[src/rtl/ssw_pkg.sv]
`timescale 1ns / 1ps
// ----------------------------------------------------------------------------
// ssw_pkg
// shared constants, register indexes and the segment code table for the
// two-wire segment display sender
// ----------------------------------------------------------------------------
package ssw_pkg;

  localparam int unsigned DigitCountDef = 4;
  localparam int unsigned HeldDigits    = 4;
  localparam int unsigned DigitW        = 4;

  localparam int unsigned CfgAddrW = 2;
  localparam int unsigned CfgDataW = 3;

  localparam int unsigned InDataW  = 16;
  localparam int unsigned OutDataW = 8;

  typedef enum logic [CfgAddrW-1:0] {
    CFG_DISPLAY_ON    = 2'd0,
    CFG_BRIGHTNESS    = 2'd1,
    CFG_FIXED_ADDRESS = 2'd2,
    CFG_START_COLUMN  = 2'd3
  } cfg_idx_e;

  localparam logic [7:0] CmdData      = 8'b0100_0000;
  localparam logic [7:0] CmdDataFixed = 8'b0000_0100;
  localparam logic [7:0] CmdAddr      = 8'b1100_0000;
  localparam logic [7:0] CmdCtrl      = 8'b1000_0000;
  localparam logic [7:0] CmdCtrlOn    = 8'b0000_1000;
  localparam logic [7:0] SegBlank     = 8'b0000_0000;

  // segment result of one accepted word
  typedef struct packed {
    logic load_rejected;
    logic busy_res;
    logic data_line;
    logic clock_line;
  } result_t;

  // seven segment code for a decimal digit, blank above nine
  function automatic logic [7:0] seg_code(input logic [DigitW-1:0] digit);
    logic [7:0] code;
    case (digit)
      4'd0:    code = 8'b0011_1111;
      4'd1:    code = 8'b0000_0110;
      4'd2:    code = 8'b0101_1011;
      4'd3:    code = 8'b0100_1111;
      4'd4:    code = 8'b0110_0110;
      4'd5:    code = 8'b0110_1101;
      4'd6:    code = 8'b0111_1100;
      4'd7:    code = 8'b0000_0111;
      4'd8:    code = 8'b0111_1111;
      4'd9:    code = 8'b0110_0111;
      default: code = SegBlank;
    endcase
    return code;
  endfunction

endpackage

[src/rtl/seven_segment_two_wire_sender.sv]
`timescale 1ns / 1ps
// ----------------------------------------------------------------------------
// seven_segment_two_wire_sender
// drives the clock and data pins of a two-wire segment display controller,
// one half-bit phase per tick word
// ----------------------------------------------------------------------------
// Every input word is handled as it is accepted: the bus sequencer steps once
// per word in a single pass of logic and writes its result into a two-entry
// output stage, so a word can be accepted in every cycle and s_axis_tready
// only drops when both output entries are full. A load word (tuser low)
// latches the digits and starts a frame; each tick word (tuser high) moves
// the pins by one half-bit phase. A full frame with four digits takes 145
// ticks. Configuration is sampled as each command byte is loaded.
module seven_segment_two_wire_sender #(
  parameter int unsigned DIGIT_COUNT = ssw_pkg::DigitCountDef
) (
  input  logic                          clk_i,
  input  logic                          rst_ni,
  // configuration
  input  logic                          cfg_we_i,
  input  logic [ssw_pkg::CfgAddrW-1:0]  cfg_addr_i,
  input  logic [ssw_pkg::CfgDataW-1:0]  cfg_wdata_i,
  // input words
  input  logic                          s_axis_tvalid,
  output logic                          s_axis_tready,
  // digit_first, digit_second, digit_third, digit_fourth
  input  logic [ssw_pkg::InDataW-1:0]   s_axis_tdata,
  // req_type
  input  logic                          s_axis_tuser,
  // result words
  output logic                          m_axis_tvalid,
  input  logic                          m_axis_tready,
  // clock_line, data_line, busy_res, load_rejected, zero fill
  output logic [ssw_pkg::OutDataW-1:0]  m_axis_tdata,
  // frame_done
  output logic                          m_axis_tlast
);

  typedef enum logic [3:0] {
    PH_IDLE     = 4'd0,
    PH_START_A  = 4'd1,
    PH_START_B  = 4'd2,
    PH_BIT_LOW  = 4'd3,
    PH_BIT_HIGH = 4'd4,
    PH_ACK_LOW  = 4'd5,
    PH_ACK_HIGH = 4'd6,
    PH_ACK_END  = 4'd7,
    PH_STOP_A   = 4'd8,
    PH_STOP_B   = 4'd9
  } phase_e;

  localparam logic [3:0] AddrTxnBytes = 4'(1 + DIGIT_COUNT);

  // configuration registers
  logic       display_on_q, fixed_address_q;
  logic [2:0] brightness_q, start_column_q;

  always_ff @(posedge clk_i or negedge rst_ni) begin
    if (!rst_ni) begin
      display_on_q    <= 1'b1;
      brightness_q    <= 3'd2;
      fixed_address_q <= 1'b0;
      start_column_q  <= 3'd0;
    end else if (cfg_we_i) begin
      case (ssw_pkg::cfg_idx_e'(cfg_addr_i))
        ssw_pkg::CFG_DISPLAY_ON:    display_on_q    <= cfg_wdata_i[0];
        ssw_pkg::CFG_BRIGHTNESS:    brightness_q    <= cfg_wdata_i;
        ssw_pkg::CFG_FIXED_ADDRESS: fixed_address_q <= cfg_wdata_i[0];
        ssw_pkg::CFG_START_COLUMN:  start_column_q  <= cfg_wdata_i;
        default: ;
      endcase
    end
  end

  // sequencer state
  phase_e     phase_q, phase_d;
  logic [1:0] txn_q, txn_d;
  logic [2:0] byte_idx_q, byte_idx_d;
  logic [2:0] bit_idx_q, bit_idx_d;
  logic [7:0] shift_q, shift_d;
  logic [ssw_pkg::DigitW-1:0] held_q [ssw_pkg::HeldDigits];
  logic [ssw_pkg::DigitW-1:0] held_d [ssw_pkg::HeldDigits];
  logic       clk_line_q, clk_line_d;
  logic       dat_line_q, dat_line_d;
  logic       active_q, active_d;
  logic       done, rejected;

  logic       push, pop;
  logic       out_valid_q, skid_valid_q;
  ssw_pkg::result_t out_q, skid_q, res;
  logic       out_last_q, skid_last_q;

  assign s_axis_tready = !skid_valid_q;
  assign push          = s_axis_tvalid && s_axis_tready;
  assign pop           = out_valid_q && m_axis_tready;

  // byte selection for the next byte to shift out
  logic [2:0] nb_idx, inc_idx, seg_k;
  logic [7:0] next_byte;

  assign inc_idx = byte_idx_q + 3'd1;
  assign nb_idx  = (phase_q == PH_START_B) ? 3'd0 : inc_idx;
  assign seg_k   = nb_idx - 3'd1;

  always_comb begin
    case (txn_q)
      2'd0: next_byte = ssw_pkg::CmdData | (fixed_address_q ? ssw_pkg::CmdDataFixed : 8'h00);
      2'd1: begin
        if (nb_idx == 3'd0) begin
          next_byte = ssw_pkg::CmdAddr | {5'd0, start_column_q};
        end else if (seg_k < 3'(ssw_pkg::HeldDigits)) begin
          next_byte = ssw_pkg::seg_code(held_q[seg_k[1:0]]);
        end else begin
          next_byte = ssw_pkg::SegBlank;
        end
      end
      default: next_byte = ssw_pkg::CmdCtrl | (display_on_q ? ssw_pkg::CmdCtrlOn : 8'h00)
                           | {5'd0, brightness_q};
    endcase
  end

  always_comb begin
    phase_d    = phase_q;
    txn_d      = txn_q;
    byte_idx_d = byte_idx_q;
    bit_idx_d  = bit_idx_q;
    shift_d    = shift_q;
    held_d     = held_q;
    clk_line_d = clk_line_q;
    dat_line_d = dat_line_q;
    active_d   = active_q;
    done       = 1'b0;
    rejected   = 1'b0;
    if (push) begin
      if (!s_axis_tuser) begin
        if (active_q) begin
          rejected = 1'b1;
        end else begin
          for (int i = 0; i < int'(ssw_pkg::HeldDigits); i++) begin
            held_d[i] = s_axis_tdata[i*ssw_pkg::DigitW +: ssw_pkg::DigitW];
          end
          active_d   = 1'b1;
          txn_d      = 2'd0;
          byte_idx_d = 3'd0;
          bit_idx_d  = 3'd0;
          phase_d    = PH_START_A;
          clk_line_d = 1'b1;
          dat_line_d = 1'b1;
        end
      end else if (active_q) begin
        case (phase_q)
          PH_START_A: begin
            clk_line_d = 1'b1;
            dat_line_d = 1'b0;
            phase_d    = PH_START_B;
          end
          PH_START_B: begin
            clk_line_d = 1'b0;
            dat_line_d = 1'b0;
            byte_idx_d = 3'd0;
            bit_idx_d  = 3'd0;
            shift_d    = next_byte;
            phase_d    = PH_BIT_LOW;
          end
          PH_BIT_LOW: begin
            clk_line_d = 1'b0;
            dat_line_d = shift_q[0];
            phase_d    = PH_BIT_HIGH;
          end
          PH_BIT_HIGH: begin
            clk_line_d = 1'b1;
            dat_line_d = shift_q[0];
            shift_d    = {1'b0, shift_q[7:1]};
            if (bit_idx_q == 3'd7) begin
              bit_idx_d = 3'd0;
              phase_d   = PH_ACK_LOW;
            end else begin
              bit_idx_d = bit_idx_q + 3'd1;
              phase_d   = PH_BIT_LOW;
            end
          end
          PH_ACK_LOW: begin
            clk_line_d = 1'b0;
            dat_line_d = 1'b0;
            phase_d    = PH_ACK_HIGH;
          end
          PH_ACK_HIGH: begin
            clk_line_d = 1'b1;
            dat_line_d = 1'b0;
            phase_d    = PH_ACK_END;
          end
          PH_ACK_END: begin
            clk_line_d = 1'b0;
            dat_line_d = 1'b0;
            byte_idx_d = inc_idx;
            // only the address transaction carries more than one byte
            if (inc_idx != 3'd0 && txn_q == 2'd1 && {1'b0, inc_idx} < AddrTxnBytes) begin
              shift_d   = next_byte;
              bit_idx_d = 3'd0;
              phase_d   = PH_BIT_LOW;
            end else begin
              phase_d = PH_STOP_A;
            end
          end
          PH_STOP_A: begin
            clk_line_d = 1'b1;
            dat_line_d = 1'b0;
            phase_d    = PH_STOP_B;
          end
          default: begin
            clk_line_d = 1'b1;
            dat_line_d = 1'b1;
            byte_idx_d = 3'd0;
            bit_idx_d  = 3'd0;
            if (txn_q >= 2'd2) begin
              txn_d    = 2'd0;
              active_d = 1'b0;
              phase_d  = PH_IDLE;
              done     = 1'b1;
            end else begin
              txn_d   = txn_q + 2'd1;
              phase_d = PH_START_A;
            end
          end
        endcase
      end
    end
  end

  always_comb begin
    res.clock_line    = clk_line_d;
    res.data_line     = dat_line_d;
    res.busy_res      = active_d;
    res.load_rejected = rejected;
  end

  always_ff @(posedge clk_i or negedge rst_ni) begin
    if (!rst_ni) begin
      phase_q    <= PH_IDLE;
      txn_q      <= 2'd0;
      byte_idx_q <= 3'd0;
      bit_idx_q  <= 3'd0;
      shift_q    <= 8'd0;
      for (int i = 0; i < int'(ssw_pkg::HeldDigits); i++) begin
        held_q[i] <= '0;
      end
      clk_line_q <= 1'b1;
      dat_line_q <= 1'b1;
      active_q   <= 1'b0;
    end else begin
      phase_q    <= phase_d;
      txn_q      <= txn_d;
      byte_idx_q <= byte_idx_d;
      bit_idx_q  <= bit_idx_d;
      shift_q    <= shift_d;
      held_q     <= held_d;
      clk_line_q <= clk_line_d;
      dat_line_q <= dat_line_d;
      active_q   <= active_d;
    end
  end

  // two-entry output stage: result register plus skid entry
  always_ff @(posedge clk_i or negedge rst_ni) begin
    if (!rst_ni) begin
      out_valid_q  <= 1'b0;
      skid_valid_q <= 1'b0;
    end else if (skid_valid_q) begin
      if (pop) begin
        out_valid_q  <= 1'b1;
        skid_valid_q <= 1'b0;
      end
    end else if (push) begin
      if (!out_valid_q || pop) begin
        out_valid_q <= 1'b1;
      end else begin
        skid_valid_q <= 1'b1;
      end
    end else if (pop) begin
      out_valid_q <= 1'b0;
    end
  end

  always_ff @(posedge clk_i) begin
    if (skid_valid_q) begin
      if (pop) begin
        out_q      <= skid_q;
        out_last_q <= skid_last_q;
      end
    end else if (push) begin
      if (!out_valid_q || pop) begin
        out_q      <= res;
        out_last_q <= done;
      end else begin
        skid_q      <= res;
        skid_last_q <= done;
      end
    end
  end

  assign m_axis_tvalid = out_valid_q;
  assign m_axis_tdata  = {4'd0, out_q};
  assign m_axis_tlast  = out_last_q;

endmodule

[config.mk]
export PLATFORM = sky130hd
export DESIGN_NAME = seven_segment_two_wire_sender
export DESIGN_NICKNAME = d
export VERILOG_FILES = /design/src/rtl/ssw_pkg.sv /design/src/rtl/seven_segment_two_wire_sender.sv
export SDC_FILE = /design/constraint.sdc
export NUM_CORES = 1
export LEC_CHECK = 0
export ABC_AREA = 1
export BUFFER_PORTS_ARGS = -buffer_cell sky130_fd_sc_hd__buf_2
export CAP_MARGIN = 40
export CORE_MARGIN = 5
export CORE_UTILIZATION = 50
export DETAILED_ROUTE_END_ITERATION = 10
export PLACE_DENSITY = 0.73
export SLEW_MARGIN = 20
export SYNTH_ARGS = -nofsm -noshare
export SYNTH_HDL_FRONTEND = slang
export SYNTH_SLANG_ARGS = --single-unit
[constraint.sdc]
create_clock -name clk_i -period 2.4 [get_ports clk_i]
set_input_delay 0.48 -clock clk_i [delete_from_list [all_inputs] [get_ports clk_i]]
set_output_delay 0.48 -clock clk_i [all_outputs]
set_load 0.03 [all_outputs]
==> impl_metrics.toml <==
[status]
status = "finished clean"

[grt]
track_usage_pct = 17.8
grt_pass1_wl_mm = 11.8
antenna_found_initial = 0
grt_overflow = 0
grt_pass1_vias = 2644
grt_max_degree = 19

[yosys]
synthSimpleGateAreaFrac_pct = 26.0
yosys_warnings = 0
ys.flop_type = "dfrtp_1"
syn_area_um2 = 3250
yosys_register_bits = 59
synth_top_area_share_pct = 34.7
syn-instance-count = 387
synth_xor_area_share_pct = 0
ys_types = 39
synthArstFlopShare_pct = 83.1
synth_area_leaders = "dfrtp_1 35%, nand2_1 12%, edfxtp_1 9.2%"
synth_top_family_by_area = "simple AND/OR/NAND/NOR gates"
synth_edf_count = 10
synth_compound_area_share_pct = 10.9
ys_seq_area_share_pct = 47.2
muxShareOfSynthArea_pct = 4.16
yosys.area_share.adder_pct = 3.85
yosysTopAreaCell = "dfrtp_1"
avgSynthCellArea_um2 = 8.39

[sta]
period_minus_slack_ns = 2.18
slew-limit-headroom_pct = 63.0
fin_crit_sh_pct = 91.0
tightest_slew_ns = 0.554
holdWs_ns = 0.0423
fmax_mhz = 458
final-hold-violation-count = 0
fin_skew_ns = 0.00999
setup_viol = 0
fin_tns_setup_ns = 0
rsz0062_at_grt = "false"
fin_ws_ns = 0.215
maxSlewViolCount = 0

[route]
wire_per_inst_um = 13.2
first_pass_iters = 4
viasPerCell = 5.12
drt-total-wl_mm = 6.91
drtIter0Drc = 98
vias = 2682
ant_nets = 0
drt_drc_violations_left = 0

[floorplanning]
die_x_um = 90.6
die_y_um = 90.6
coreArea_um2 = 6350
rows = 29
io_pins = 38
start_util_pct = 51.1
die_area_um2 = 8210

[worst_setup_path]
reg2reg_depth = 12
critPathLaunchType = "flop"
worstPathArrival_ns = 2.41
required_ns = 2.62
crit_type = "reg -> reg"
endpoint_kind = "flop"
r2r_end = "shift_q[6]"
r2r_slack_ns = 0.22
r2r_start = "byte_idx_q[0]"
critPathMaxFanout = 13

[clock_network]
hold_buffers = 0
root_buffer = "clkbuf_8"
clkTransAtPathRegs_ns = 0.07
clk_latency_ns = 0.34
cts_buffers = 9
cts_max_level = 3
max-clock-path-buffers = 2
clock_sinks = 59
cts_tree = "yes"

[final_layout]
final_area_um2 = 3810
drive_gt1_share_pct = 25.3
fill_cells = 569
final_nets = 479
n_antenna_cell = 0
area.growth.synth_to_final_pct = 17.5

[pwr]
ir_drop_v = 0.000768
power.total_mw = 4.89
power.leakage_nw = 1.95
power-per-cell-area_nw_per_um2 = 1280

[placed_design]
dpl_worst_slack_ns = 0.0168
place_congestion = 0.844
port-buffer-count = 33
place_area_um2 = 3550
dpl.hpwl_mm = 5.09

[run]
cap_violations = 0

[hold_path]
hp-class = "in -> async"
[how the worst max path moves through the flow]
stage | to | slack [ns] | startpoint | depth (start not counted)
finish | shift_q[6] | 0.22 | byte_idx_q[0] | 12
global route | shift_q[6] | 0.005 | byte_idx_q[0] | 12
CTS | shift_q[3] | 0.01 | phase_q[3] | 15
detailed placement | shift_q[3] | 0.02 | phase_q[3] | 15
global placement | shift_q[3] | 0.09 | phase_q[1] | 16
floorplan | shift_q[3] | 0.07 | byte_idx_q[0] | 14
[per-layer routing]
layer,vias up,routed length (um),global-route usage (%)
met5,-,0,0
met4,0,94,9.06
met3,9,320,3.83
met2,58,3360,28.3
met1,1246,3140,22.8
li1,1369,-,-
[critical path, stage by stage, from the launching register on]
cell and delay [ns]:
dfrtp_1 0.38, ha_1 0.20, ha_1 0.28, inv_1 0.08, a21oi_1 0.05, nor2_1 0.09, nand2_1 0.08, nand2_1 0.10
inv_2 0.06, nor4_4 0.24, inv_2 0.19, a21oi_1 0.21, a21boi_1 0.09
[logic make-up (layout without fill, tap and decap cells)]
family                   Yosys count  in the layout
AND/OR/NAND/NOR                  191            191
flip-flops                        59             59
AO/OA/AOI/OAI                     58             58
buffers and inverters             56            113
multiplexers                      12             12
adder cells (fa/ha/maj)           10             10
other                              1              4
[power by group]
group	total (mW)	internal (mW)	switching [mW]
clock	0.977	0.595	0.382
sequential	1.63	1.42	0.207
combinational	2.28	0.886	1.40
total	4.89	2.90	1.98
[cells in the final DEF, fill, tap and decap left out, drive strengths merged]
cell type,Yosys,final
o21a,2,2
nor3,3,3
a21boi,1,1
nor2,40,40
mux2,12,12
a221oi,1,1
conb,1,4
nand3,33,33
or2,3,3
ha,10,10
edfxtp,10,10
o22ai,3,3
nor4,1,1
dfstp,4,4
inv,44,44
clkbuf,0,15
o211a,1,1
o21ai,22,22
clkinv,2,2
a22oi,1,1
dfrtp,45,45
buf,10,51
bufinv,0,1
a2bb2oi,2,2
o31ai,3,3
a211oi,1,1
nand2,111,111
a31oi,1,1
a21oi,20,20
[layout make-up]
type	instances	area (um^2)	share of cell area, %
well taps	77	96.3	2.53
clock buffers	15	186	4.89
repair buffers	51	300	7.87
multi-input cells	275	1500	39.3
flip-flops and latches	59	1530	40.1
inverters	46	173	4.53
clock inverters	1	30.0	0.787
[flip-flops by register name, indices dropped and copies added, names as in the netlist, 4 cells and up]
register,flops
m_axis_tdata,4
held_q,16
shift_q,8
phase_q,4
skid_q,4
[metrics by stage]
| stage | utilization (%) | cells |
|---|---|---|
| floorplan | - | 390 |
| global placement | 55.8 | 504 |
| detailed placement | 55.8 | 504 |
| CTS | 59.3 | 520 |
| global route | 60.1 | 524 |
| finish | 60.1 | 524 |
[repair_timing]
item | CTS | global route
setup buffers | 0 | 4
endpoints found under the setup margin | 0 | 6
gates resized for setup | 0 | 6
[cells in the mapped netlist (2+ instances only)]
cell and n:
nand2_1 104, dfrtp_1 45, inv_1 36, nor2_1 34, nand3_1 32, o21ai_0 19, a21oi_1 17, mux2_2 12
edfxtp_1 10, ha_1 10, inv_2 8, buf_4 7, nand2_2 5, dfstp_2 4, nor2_2 4, nor3_1 3
o21ai_1 3, o22ai_1 3, or2_2 3, a21oi_2 2, a2bb2oi_1 2, buf_6 2, clkinv_1 2, nand2_4 2
nor2_4 2, o21a_1 2, o31ai_1 2
(Power assumes the default switching activity.)
